$ cat src/rtl/ipdt_pkg.sv
// ----------------------------------------------------------------------------
// ipdt_pkg
// Shared types and constants of the pulse-distance IR frame transmitter.
// ----------------------------------------------------------------------------
package ipdt_pkg;

    // Bits in each field of the frame (address, inverse, data, inverse)
    localparam int unsigned FIELD_BITS = 8;

    // Off units after the mark of a one bit and of a zero bit
    localparam int unsigned ONE_SPACE_UNITS  = 3;
    localparam int unsigned ZERO_SPACE_UNITS = 1;

    // Configuration register map, byte addresses
    localparam int unsigned APB_ADDR_W       = 3;
    localparam int unsigned APB_DATA_W       = 32;
    localparam logic [APB_ADDR_W-1:0] ADDR_DEVICE_ADDRESS = 3'd0;

    typedef enum logic [2:0] {
        PH_IDLE  = 3'd0,
        PH_START = 3'd1,
        PH_ADDR  = 3'd2,
        PH_DATA  = 3'd3,
        PH_STOP  = 3'd4
    } phase_t;

endpackage

$ cat src/rtl/ipdt_in_if.sv
// ----------------------------------------------------------------------------
// ipdt_in_if
// Input channel: one beat per time unit, with request and data byte.
// ----------------------------------------------------------------------------
interface ipdt_in_if;
    logic       valid;
    logic       ready;
    logic       send_request;
    logic [7:0] data_byte;

    modport source (output valid, output send_request, output data_byte, input ready);
    modport sink   (input valid, input send_request, input data_byte, output ready);
endinterface

$ cat src/rtl/ipdt_out_if.sv
// ----------------------------------------------------------------------------
// ipdt_out_if
// Output channel: one beat per time unit, with carrier enable and status.
// ----------------------------------------------------------------------------
interface ipdt_out_if;
    logic       valid;
    logic       ready;
    logic       carrier_on;
    logic [2:0] frame_phase;
    logic       frame_done;

    modport source (output valid, output carrier_on, output frame_phase,
                    output frame_done, input ready);
    modport sink   (input valid, input carrier_on, input frame_phase,
                    input frame_done, output ready);
endinterface

$ cat src/rtl/ir_pulse_distance_frame_tx.sv
// ----------------------------------------------------------------------------
// ir_pulse_distance_frame_tx
// Pulse-distance infrared frame transmitter, one input beat per time unit.
// ----------------------------------------------------------------------------
// Each beat on cmd is one time unit and yields exactly one beat on tx, whose
// carrier_on gates the modulated carrier for that unit. A beat with
// send_request set while idle starts a frame and latches data_byte; that same
// unit already carries the first mark of the start burst. The frame is a start
// burst (START_UNITS on, START_UNITS/2 off), then device_address, its inverse,
// the data byte and its inverse, each LSB first (a zero bit is one unit on and
// one off, a one bit is one unit on and three off), then a stop of one unit on
// and one off, with frame_done raised on that last unit. Requests while busy
// are ignored. device_address is read live on every unit, so write it only
// between frames. The block takes one beat per clock cycle: the state update
// and the result both come from one level of logic into the output register,
// and cmd is held off only while a finished tx beat waits to be taken.
// ----------------------------------------------------------------------------
module ir_pulse_distance_frame_tx #(
    parameter int unsigned START_UNITS = 16
) (
    input  logic                               clk,
    input  logic                               rst_n,
    ipdt_in_if.sink                            cmd,
    ipdt_out_if.source                         tx,
    input  logic                               psel,
    input  logic                               penable,
    input  logic                               pwrite,
    input  logic [ipdt_pkg::APB_ADDR_W-1:0]    paddr,
    input  logic [ipdt_pkg::APB_DATA_W-1:0]    pwdata,
    output logic [ipdt_pkg::APB_DATA_W-1:0]    prdata,
    output logic                               pready
);

    // Unit counter is wide enough to hold the full burst length
    localparam int unsigned CNT_W      = $clog2(START_UNITS + 1);
    localparam int unsigned HALF_UNITS = START_UNITS / 2;
    localparam int unsigned BIT_W      = $clog2(ipdt_pkg::FIELD_BITS);

    // ------------------------------------------------------------------
    // Configuration: a single address register
    // ------------------------------------------------------------------
    logic [7:0] device_address_reg;
    logic       cfg_write;
    logic       cfg_hit;

    assign pready    = 1'b1;
    assign cfg_write = psel && penable && pwrite;
    // Word decode: low byte-address bits are ignored
    assign cfg_hit   = (paddr[ipdt_pkg::APB_ADDR_W-1:2] ==
                        ipdt_pkg::ADDR_DEVICE_ADDRESS[ipdt_pkg::APB_ADDR_W-1:2]);

    always_ff @(posedge clk or negedge rst_n)
    begin
        if (!rst_n)
        begin
            device_address_reg <= 8'd0;
        end
        else if (cfg_write && cfg_hit)
        begin
            device_address_reg <= pwdata[7:0];
        end
    end

    always_comb
    begin
        prdata = '0;
        if (cfg_hit)
        begin
            prdata = {{(ipdt_pkg::APB_DATA_W-8){1'b0}}, device_address_reg};
        end
    end

    // ------------------------------------------------------------------
    // Frame state and output register
    // ------------------------------------------------------------------
    ipdt_pkg::phase_t   phase_reg, phase_next;
    logic [CNT_W-1:0]   unit_count_reg, unit_count_next;
    logic [BIT_W-1:0]   bit_position_reg, bit_position_next;
    logic               inverse_pass_reg, inverse_pass_next;
    logic               burst_part_reg, burst_part_next;
    logic [7:0]         held_byte_reg, held_byte_next;

    logic               out_valid_reg, out_valid_next;
    logic               carrier_reg, carrier_next;
    logic [2:0]         shown_reg, shown_next;
    logic               done_reg, done_next;

    logic               accept_in;

    // Take a new beat whenever the output register is free or being drained
    assign cmd.ready = !out_valid_reg || tx.ready;
    assign accept_in = cmd.valid && cmd.ready;

    assign tx.valid       = out_valid_reg;
    assign tx.carrier_on  = carrier_reg;
    assign tx.frame_phase = shown_reg;
    assign tx.frame_done  = done_reg;

    always_comb
    begin
        logic [7:0]       field_byte;
        logic             bit_val;
        logic [CNT_W-1:0] last_unit;
        logic [CNT_W-1:0] cnt_inc;

        phase_next        = phase_reg;
        unit_count_next   = unit_count_reg;
        bit_position_next = bit_position_reg;
        inverse_pass_next = inverse_pass_reg;
        burst_part_next   = burst_part_reg;
        held_byte_next    = held_byte_reg;
        carrier_next      = 1'b0;
        done_next         = 1'b0;

        // Start a frame from idle; the first burst unit goes out this beat
        if (phase_reg == ipdt_pkg::PH_IDLE)
        begin
            if (cmd.send_request)
            begin
                held_byte_next    = cmd.data_byte;
                phase_next        = ipdt_pkg::PH_START;
                burst_part_next   = 1'b1;
                unit_count_next   = '0;
                bit_position_next = '0;
                inverse_pass_next = 1'b0;
            end
        end

        shown_next = phase_next;

        field_byte = (phase_next == ipdt_pkg::PH_ADDR) ? device_address_reg
                                                       : held_byte_next;
        bit_val    = field_byte[bit_position_next] ^ inverse_pass_next;
        last_unit  = bit_val ? CNT_W'(ipdt_pkg::ONE_SPACE_UNITS)
                             : CNT_W'(ipdt_pkg::ZERO_SPACE_UNITS);
        cnt_inc    = unit_count_next + CNT_W'(1);

        unique case (phase_next)
            ipdt_pkg::PH_START:
            begin
                carrier_next = burst_part_next;
                if (burst_part_next)
                begin
                    if (cnt_inc >= CNT_W'(START_UNITS))
                    begin
                        burst_part_next = 1'b0;
                        unit_count_next = '0;
                    end
                    else
                    begin
                        unit_count_next = cnt_inc;
                    end
                end
                else if (cnt_inc >= CNT_W'(HALF_UNITS))
                begin
                    burst_part_next   = 1'b1;
                    unit_count_next   = '0;
                    bit_position_next = '0;
                    inverse_pass_next = 1'b0;
                    phase_next        = ipdt_pkg::PH_ADDR;
                end
                else
                begin
                    unit_count_next = cnt_inc;
                end
            end
            ipdt_pkg::PH_ADDR,
            ipdt_pkg::PH_DATA:
            begin
                // Mark on the first unit of a bit, space for the rest
                carrier_next = (unit_count_next == '0);
                if (unit_count_next >= last_unit)
                begin
                    unit_count_next = '0;
                    if (bit_position_next == BIT_W'(ipdt_pkg::FIELD_BITS - 1))
                    begin
                        bit_position_next = '0;
                        if (inverse_pass_next)
                        begin
                            inverse_pass_next = 1'b0;
                            phase_next = (phase_next == ipdt_pkg::PH_ADDR)
                                         ? ipdt_pkg::PH_DATA : ipdt_pkg::PH_STOP;
                        end
                        else
                        begin
                            inverse_pass_next = 1'b1;
                        end
                    end
                    else
                    begin
                        bit_position_next = bit_position_next + BIT_W'(1);
                    end
                end
                else
                begin
                    unit_count_next = cnt_inc;
                end
            end
            ipdt_pkg::PH_STOP:
            begin
                if (unit_count_next == '0)
                begin
                    carrier_next    = 1'b1;
                    unit_count_next = CNT_W'(1);
                end
                else
                begin
                    unit_count_next = '0;
                    done_next       = 1'b1;
                    phase_next      = ipdt_pkg::PH_IDLE;
                end
            end
            default:
            begin
                // Idle: carrier off, nothing to advance
                phase_next = ipdt_pkg::PH_IDLE;
            end
        endcase

        // Hold the result until taken; load a fresh one on every accepted beat
        if (accept_in)
        begin
            out_valid_next = 1'b1;
        end
        else if (tx.ready)
        begin
            out_valid_next = 1'b0;
        end
        else
        begin
            out_valid_next = out_valid_reg;
        end
    end

    always_ff @(posedge clk or negedge rst_n)
    begin
        if (!rst_n)
        begin
            phase_reg        <= ipdt_pkg::PH_IDLE;
            unit_count_reg   <= '0;
            bit_position_reg <= '0;
            inverse_pass_reg <= 1'b0;
            burst_part_reg   <= 1'b1;
            held_byte_reg    <= 8'd0;
            out_valid_reg    <= 1'b0;
        end
        else
        begin
            out_valid_reg <= out_valid_next;
            if (accept_in)
            begin
                phase_reg        <= phase_next;
                unit_count_reg   <= unit_count_next;
                bit_position_reg <= bit_position_next;
                inverse_pass_reg <= inverse_pass_next;
                burst_part_reg   <= burst_part_next;
                held_byte_reg    <= held_byte_next;
            end
        end
    end

    // Result payload: no reset needed, qualified by out_valid_reg
    always_ff @(posedge clk)
    begin
        if (accept_in)
        begin
            carrier_reg <= carrier_next;
            shown_reg   <= shown_next;
            done_reg    <= done_next;
        end
    end

endmodule

$ cat src/flat_wrapper.sv
// flat-port wrapper written by rule: the top's interface ports become plain ports
module ir_pulse_distance_frame_tx_flat 
#(
    parameter int unsigned START_UNITS = 16
)
  (clk, rst_n, psel, penable, pwrite, paddr, pwdata, prdata, pready, cmd_valid, cmd_send_request, cmd_data_byte, cmd_ready, tx_valid, tx_carrier_on, tx_frame_phase, tx_frame_done, tx_ready);
  ipdt_in_if cmd_i ();
  ipdt_out_if tx_i ();
  input  logic clk;
  input  logic rst_n;
  input  logic psel;
  input  logic penable;
  input  logic pwrite;
  input  logic [ipdt_pkg::APB_ADDR_W-1:0] paddr;
  input  logic [ipdt_pkg::APB_DATA_W-1:0] pwdata;
  output logic [ipdt_pkg::APB_DATA_W-1:0] prdata;
  output logic pready;
  input wire logic [$bits(cmd_i.valid)-1:0] cmd_valid;
  input wire logic [$bits(cmd_i.send_request)-1:0] cmd_send_request;
  input wire logic [$bits(cmd_i.data_byte)-1:0] cmd_data_byte;
  output wire logic [$bits(cmd_i.ready)-1:0] cmd_ready;
  output wire logic [$bits(tx_i.valid)-1:0] tx_valid;
  output wire logic [$bits(tx_i.carrier_on)-1:0] tx_carrier_on;
  output wire logic [$bits(tx_i.frame_phase)-1:0] tx_frame_phase;
  output wire logic [$bits(tx_i.frame_done)-1:0] tx_frame_done;
  input wire logic [$bits(tx_i.ready)-1:0] tx_ready;
  assign cmd_i.valid = cmd_valid;
  assign cmd_i.send_request = cmd_send_request;
  assign cmd_i.data_byte = cmd_data_byte;
  assign cmd_ready = cmd_i.ready;
  assign tx_valid = tx_i.valid;
  assign tx_carrier_on = tx_i.carrier_on;
  assign tx_frame_phase = tx_i.frame_phase;
  assign tx_frame_done = tx_i.frame_done;
  assign tx_i.ready = tx_ready;
  ir_pulse_distance_frame_tx #(.START_UNITS(START_UNITS)) u_core (.clk(clk), .rst_n(rst_n), .cmd(cmd_i), .tx(tx_i), .psel(psel), .penable(penable), .pwrite(pwrite), .paddr(paddr), .pwdata(pwdata), .prdata(prdata), .pready(pready));
endmodule
$ cat config.mk
export PLATFORM = sky130hd
export DESIGN_NAME = ir_pulse_distance_frame_tx_flat
export DESIGN_NICKNAME = d
export VERILOG_FILES = /design/src/rtl/ipdt_pkg.sv /design/src/rtl/ipdt_in_if.sv /design/src/rtl/ipdt_out_if.sv /design/src/rtl/ir_pulse_distance_frame_tx.sv /design/src/flat_wrapper.sv
export SDC_FILE = /design/constraint.sdc
export NUM_CORES = 1
export LEC_CHECK = 0
export BUFFER_PORTS_ARGS = -buffer_cell sky130_fd_sc_hd__clkbuf_2
export CAP_MARGIN = 30
export CORE_UTILIZATION = 30
export CTS_CLUSTER_DIAMETER = 150
export DETAILED_ROUTE_END_ITERATION = 6
export PLACE_DENSITY_LB_ADDON = 0.3
export SLEW_MARGIN = 15
export SYNTH_ARGS = -nofsm -noshare
export SYNTH_HDL_FRONTEND = slang
export SYNTH_SLANG_ARGS = --single-unit
$ cat constraint.sdc
create_clock -name clk -period 3.9 [get_ports clk]
set_input_delay 0.39 -clock clk [delete_from_list [all_inputs] [get_ports clk]]
set_output_delay 0.39 -clock clk [all_outputs]
set_load 0.05 [all_outputs]
* Yosys cells after proc, flatten, opt, wreduce, memory -nomap -nowiden *
Index checks and enable logic that the tools add are counted.

storage, ports and cells
  register bits = 35
  logic and storage cells = 85

operators by class
  add/subtract/negate cells = 2
  $lt $le $gt $ge = 4
  eq/ne operators = 5
  multiplexer cells = 51
  bitwise operators = 2
  reductions and logical operators = 10

operators with widths
  operator                                                                              number
  3-bit two-way mux                                                                     15
  8-bit two-way mux                                                                     4
  5-bit two-way mux                                                                     6
  1-bit two-way mux                                                                     19
  5-bit one-hot mux with 3 select lines                                                 1
  3-bit one-hot mux with 3 select lines                                                 1
  3-bit by 2-bit == test with 1-bit output (second input constant)                      2
  3-bit == test (second input constant)                                                 2
  3-bit one-hot mux with 2 select lines                                                 1
  5-bit by 1-bit adder with 5-bit output (second input constant)                        1
  5-bit by 4-bit greater-or-equal comparator with 1-bit output (second input constant)  1
  5-bit greater-or-equal comparator                                                     1
  5-bit greater-or-equal comparator (second input constant)                             1
  5-bit logical NOT                                                                     1
  1-bit logical AND                                                                     4
  3-bit by 4-bit < comparator with 1-bit output (second input constant)                 1
  3-bit by 1-bit adder with 3-bit output (second input constant)                        1
  1-bit binary-select mux with 3-bit select                                             1
  3-bit by 1-bit == test with 1-bit output (second input constant)                      1
  3-bit logical NOT                                                                     1
  1-bit one-hot mux with 3 select lines                                                 1
  2-bit two-way mux                                                                     1
  1-bit one-hot mux with 2 select lines                                                 1
  2-bit nonzero test                                                                    1
  other kinds (5)                                                                       5

* Logic depth before layout (Yosys ltp) *
  depth after elaboration = 11
  mapped depth = 14
  mapped depth without buffers = 13

* Least setup slack after synthesis *
Ideal clock, no wire load.

  path kind = register to register
  start point = register u_core.phase_reg[2]
  end point = register u_core.phase_reg[0]
  setup time = 0.083 ns
  arrival time = 2.864 ns
  path slack = 0.954 ns
  cell stages (with the launch flop) = 14
  buffers on the path = 1
  period minus slack after synthesis = 2.946 ns
  cell sequence = dfrtp_1 -> buf_6 -> or3b_4 -> mux4_1 -> o22ai_1 -> a221o_1 -> a211oi_2 -> ha_1 -> a21oi_1 -> nand2_1 -> and4_1 -> o21ai_0 -> a22oi_1 -> o21ai_0

on the way
  word-level cells in the longest chain between the ends = 11

RTL lines
  what                                                           RTL line                                                                                                 RTL
  from (decl)                                                    ir_pulse_distance_frame_tx.sv:76                                                                         ipdt_pkg::phase_t phase_reg, phase_next;
  from (signal assigned)                                         ir_pulse_distance_frame_tx.sv:239                                                                        phase_reg <= ipdt_pkg::PH_IDLE;
  from (signal assigned)                                         ir_pulse_distance_frame_tx.sv:252                                                                        phase_reg <= phase_next;
  3-bit logical NOT / 3-bit two-way mux (equally long branches)  ir_pulse_distance_frame_tx.sv:116, ir_pulse_distance_frame_tx.sv:118
  3-bit two-way mux                                              ir_pulse_distance_frame_tx.sv:116                                                                        if (phase_reg == ipdt_pkg::PH_IDLE)
  3-bit by 2-bit == test with 1-bit output                       ir_pulse_distance_frame_tx.sv:131, ir_pulse_distance_frame_tx.sv:138, ir_pulse_distance_frame_tx.sv:181
  8-bit two-way mux                                              ir_pulse_distance_frame_tx.sv:131                                                                        field_byte = (phase_next == ipdt_pkg::PH_ADDR) ? device_address_reg
  1-bit binary-select mux with 3-bit select                      ir_pulse_distance_frame_tx.sv:133                                                                        bit_val = field_byte[bit_position_next] ^ inverse_pass_next;
  1-bit two-way mux (implied by the code)                        ir_pulse_distance_frame_tx.sv:133
  1-bit bitwise XOR                                              ir_pulse_distance_frame_tx.sv:133
  2-bit two-way mux                                              ir_pulse_distance_frame_tx.sv:134                                                                        last_unit = bit_val ? CNT_W'(ipdt_pkg::ONE_SPACE_UNITS)
  5-bit greater-or-equal comparator                              ir_pulse_distance_frame_tx.sv:172                                                                        if (unit_count_next >= last_unit)
  3-bit two-way mux                                              ir_pulse_distance_frame_tx.sv:172
  3-bit one-hot mux with 3 select lines *                        ir_pulse_distance_frame_tx.sv:138                                                                        unique case (phase_next)

Mark *: on every way between the ends. The rest lies on a longest branch, timed or not. The select of a mux whose other input is x is not followed.
A chain may end at the register's enable or synchronous reset.

* Final worst setup path *
  start point = register u_core.phase_reg[0]
  end point = register u_core.phase_reg[0]

The elaborated chain is that of the path after synthesis.

==> flow_summary_export.csv <==
group,metric,value,unit
critical_path,worstSetupStartpoint,"u_core.phase_reg[0]",
floorplan,die-area,7960,um^2
timing,tightest_slew,0.7713,ns
placed_design,pre_cts_slack,0.4474,ns
floorplan,core.rowCount,31,
logic_synthesis,yosys.area.top_type,"dfrtp_1",
drt,wire_per_inst,13.07,um
clock_tree,postCtsSetupRepairBufs,0,
floorplan,initial_core_util,0.3130,
timing,final.period_utilization,0.9049,
clock_tree,path_clk_slew,0.08,ns
timing,slew-limit-headroom,0.4858,
cells_and_area,multi_input_area,1199,um^2
hold_path,hp-class,"in2async",
floorplan,ioPinCount,91,
logic_synthesis,synth_top_area_frac,0.3180,
grt,grt_start_max_net_pins,31,
drt,drtAntennaViolNets,0,
floorplan,dieWidth,89.22,um
critical_path,crit_fanout,15,
power_and_ir_drop,peakVddDrop,220.7,uV
critical_path,critPathLaunchType,"flip-flop",
timing,period_needed,3.529,ns
timing,finalSetupViolations,0,
grt,grt_pass1_vias,1664,
grt,antenna_found_initial,0,
cells_and_area,fill_cells,782,
placed_design,gp_congestion,0.8336,
critical_path,regToRegSetupSlack,0.37,ns
clock_tree,ctsResizeCount,0,
cells_and_area,area_delta_synth_final,12.94,%
drt,drc,0,
critical_path,required,4.13,ns
critical_path,timing.rr.end,"u_core.phase_reg[0]",
power_and_ir_drop,powerDensity,576.7,nW/um^2
flow_run,cap_violations,0,
grt,grt_pass1_wl,8052,um
grt,grt_use_total,0.1345,
logic_synthesis,postSynthCellCount,242,
critical_path,r2r-start,"u_core.phase_reg[0]",
clock_tree,cts.sinks,35,
floorplan,die_h,89.22,um
timing,fin_tns_setup,0,ns
critical_path,path_class,"reg2reg",
clock_tree,cts_tree,"yes",
timing,finClkSkew,0.007140,ns
timing,slew_viol_final,0,
drt,vias,1861,
drt,drt_iter0_drc,157,
logic_synthesis,synthTopCellsByArea,"dfrtp_1, buf_4, mux2_2, edfxtp_1, nand2_1",
timing,rsz0062_at_grt,"false",
drt,viasPerCell,4.910,
logic_synthesis,synth_area,2282,um^2
logic_synthesis,ys_seq_elements,35,
clock_tree,cts_root_buffer,"clkbuf_8",
critical_path,cp-end-kind,"flip-flop",
clock_tree,clk_latency,0.30,ns
timing,finalWorstSetupSlack,0.3711,ns
placed_design,portBuffers,39,
placed_design,hpwl,3660,um
clock_tree,cts_buffers,5,
floorplan,core,7292,um^2
clock_tree,cts_hold_buf,0,
drt,wl,4955,um
clock_tree,clockBufferDepth,2,
logic_synthesis,async_reset_ff_frac,0.8571,
logic_synthesis,synth-seq-area-share,0.3953,
power_and_ir_drop,p_leak,0.001189,uW
grt,grt.overflow.total,0,
cells_and_area,regArea,902.1,um^2
logic_synthesis,synth_edf_count,5,
critical_path,arrival,3.75,ns
timing,max_clock_freq,283.4,MHz
drt,dr.pass1.iters,4,
run_status,outcome,"finished, final reports clean",
critical_path,r2r_cells,12,
clock_tree,cts.htree.levels,2,
cells_and_area,n_antenna_cell,0,
timing,finalHoldViolations,0,
cells_and_area,drive_above_1_share,0.2857,
logic_synthesis,synth_flop_cell,"dfrtp_1",
logic_synthesis,synth_cell_types,58,
logic_synthesis,synth.avg_cell_area,9.431,um^2
logic_synthesis,yosys_warnings,0,
cells_and_area,nets,335,
## cell usage after synthesis, types with 2 or more instances
cell type and number:
a21oi_1 10, nand2b_1 5, conb_1 2, a22oi_1 2
ha_1 5, a221o_1 2, and3_1 3, o21ai_1 2
a31oi_1 3, buf_4 25, or2_2 2, clkbuf_1 9
nand4_1 2, and2_1 3, mux2_2 16, nor2_1 13
dfrtp_1 29, a22o_1 2, mux2i_1 2, nor3_1 8
inv_1 6, o21ai_0 14, nor2b_1 9, nand3_1 5
o22ai_1 4, a211oi_1 2, a31o_2 2, edfxtp_1 5
nand2_1 21
## cell type report
type,instances,area share
clock buffers,5,0.02670
clock inverters,3,0.009709
inverters,7,0.01019
multi-input cells,186,0.4650
flip-flops and latches,35,0.3500
well taps,99,0.04806
repair buffers,44,0.09029
## metal layers
| metal | vias up | GRT usage | share of wire |
|---|---|---|---|
| li1 | 890 | - | - |
| met1 | 886 | 0.1824 | 0.46 |
| met2 | 80 | 0.2082 | 0.46 |
| met3 | 5 | 0.03139 | 0.071 |
| met4 | 0 | 0.05195 | 0.015 |
| met5 | - | 0 | 0 |
## through the flow
step	instances	hold slack (ns)	cell area, um^2	utilization	total power [uW]
detailed placement	371	0.4906	2484	0.3406	1209
floorplan	265	0.09441	2369	-	1076
global placement	371	0.4821	2484	0.3406	1203
global route	379	0.2203	2577	0.3535	1607
CTS	379	0.1932	2577	0.3535	1494
finish	379	0.1428	2577	0.3535	1486
## kinds of logic (layout without fill, tap and decap cells)
kind of cell | after synthesis | count (layout) | synth area share
and+or+nand+nor | 79 | 79 | 0.1798
AOI/OAI and AO/OA | 55 | 55 | 0.1601
buffers and inverters | 44 | 59 | 0.1173
DFF | 35 | 35 | 0.3953
muxes | 20 | 20 | 0.1091
adders and majority gates | 5 | 5 | 0.02741
other | 2 | 25 | 0.003291
xor gates and xnor gates | 2 | 2 | 0.007677
## worst max-delay path by stage
stage | depth (start not counted) | endpoint
2_1_floorplan | 13 | u_core.phase_reg[0]
3_3_place_gp | 12 | u_core.phase_reg[0]
3_5_place_dp | 12 | u_core.phase_reg[0]
4_1_cts | 12 | u_core.phase_reg[0]
5_1_grt | 12 | u_core.phase_reg[0]
6_report | 12 | u_core.phase_reg[0]
## critical path: stages, from the launching register on
cell      delay, ns
dfrtp_1        0.55
or4b_1         0.77
a21oi_2        0.22
o22ai_1        0.10
a221o_1        0.34
a211oi_2       0.21
ha_1           0.26
a21oi_1        0.19
nand2_1        0.14
and4_1         0.30
o21ai_0        0.16
a22oi_1        0.11
o21ai_0        0.11
## placed cells by master (no fill, tap or decap), types with 6 or more instances in the layout
cell type   n
nor2b_1     9
mux2_2     16
a21oi_1    10
nor2_1     13
clkbuf_2   39
nand2_1    21
conb_1     25
inv_1       6
o21ai_0    14
dfrtp_1    29
nor3_1      8
## report_power, final
group,internal (uW),switching (uW)
Sequential,447,104
Clock,128,153
Combinational,264,391
Total,838,648
(Power assumes the default switching activity.)
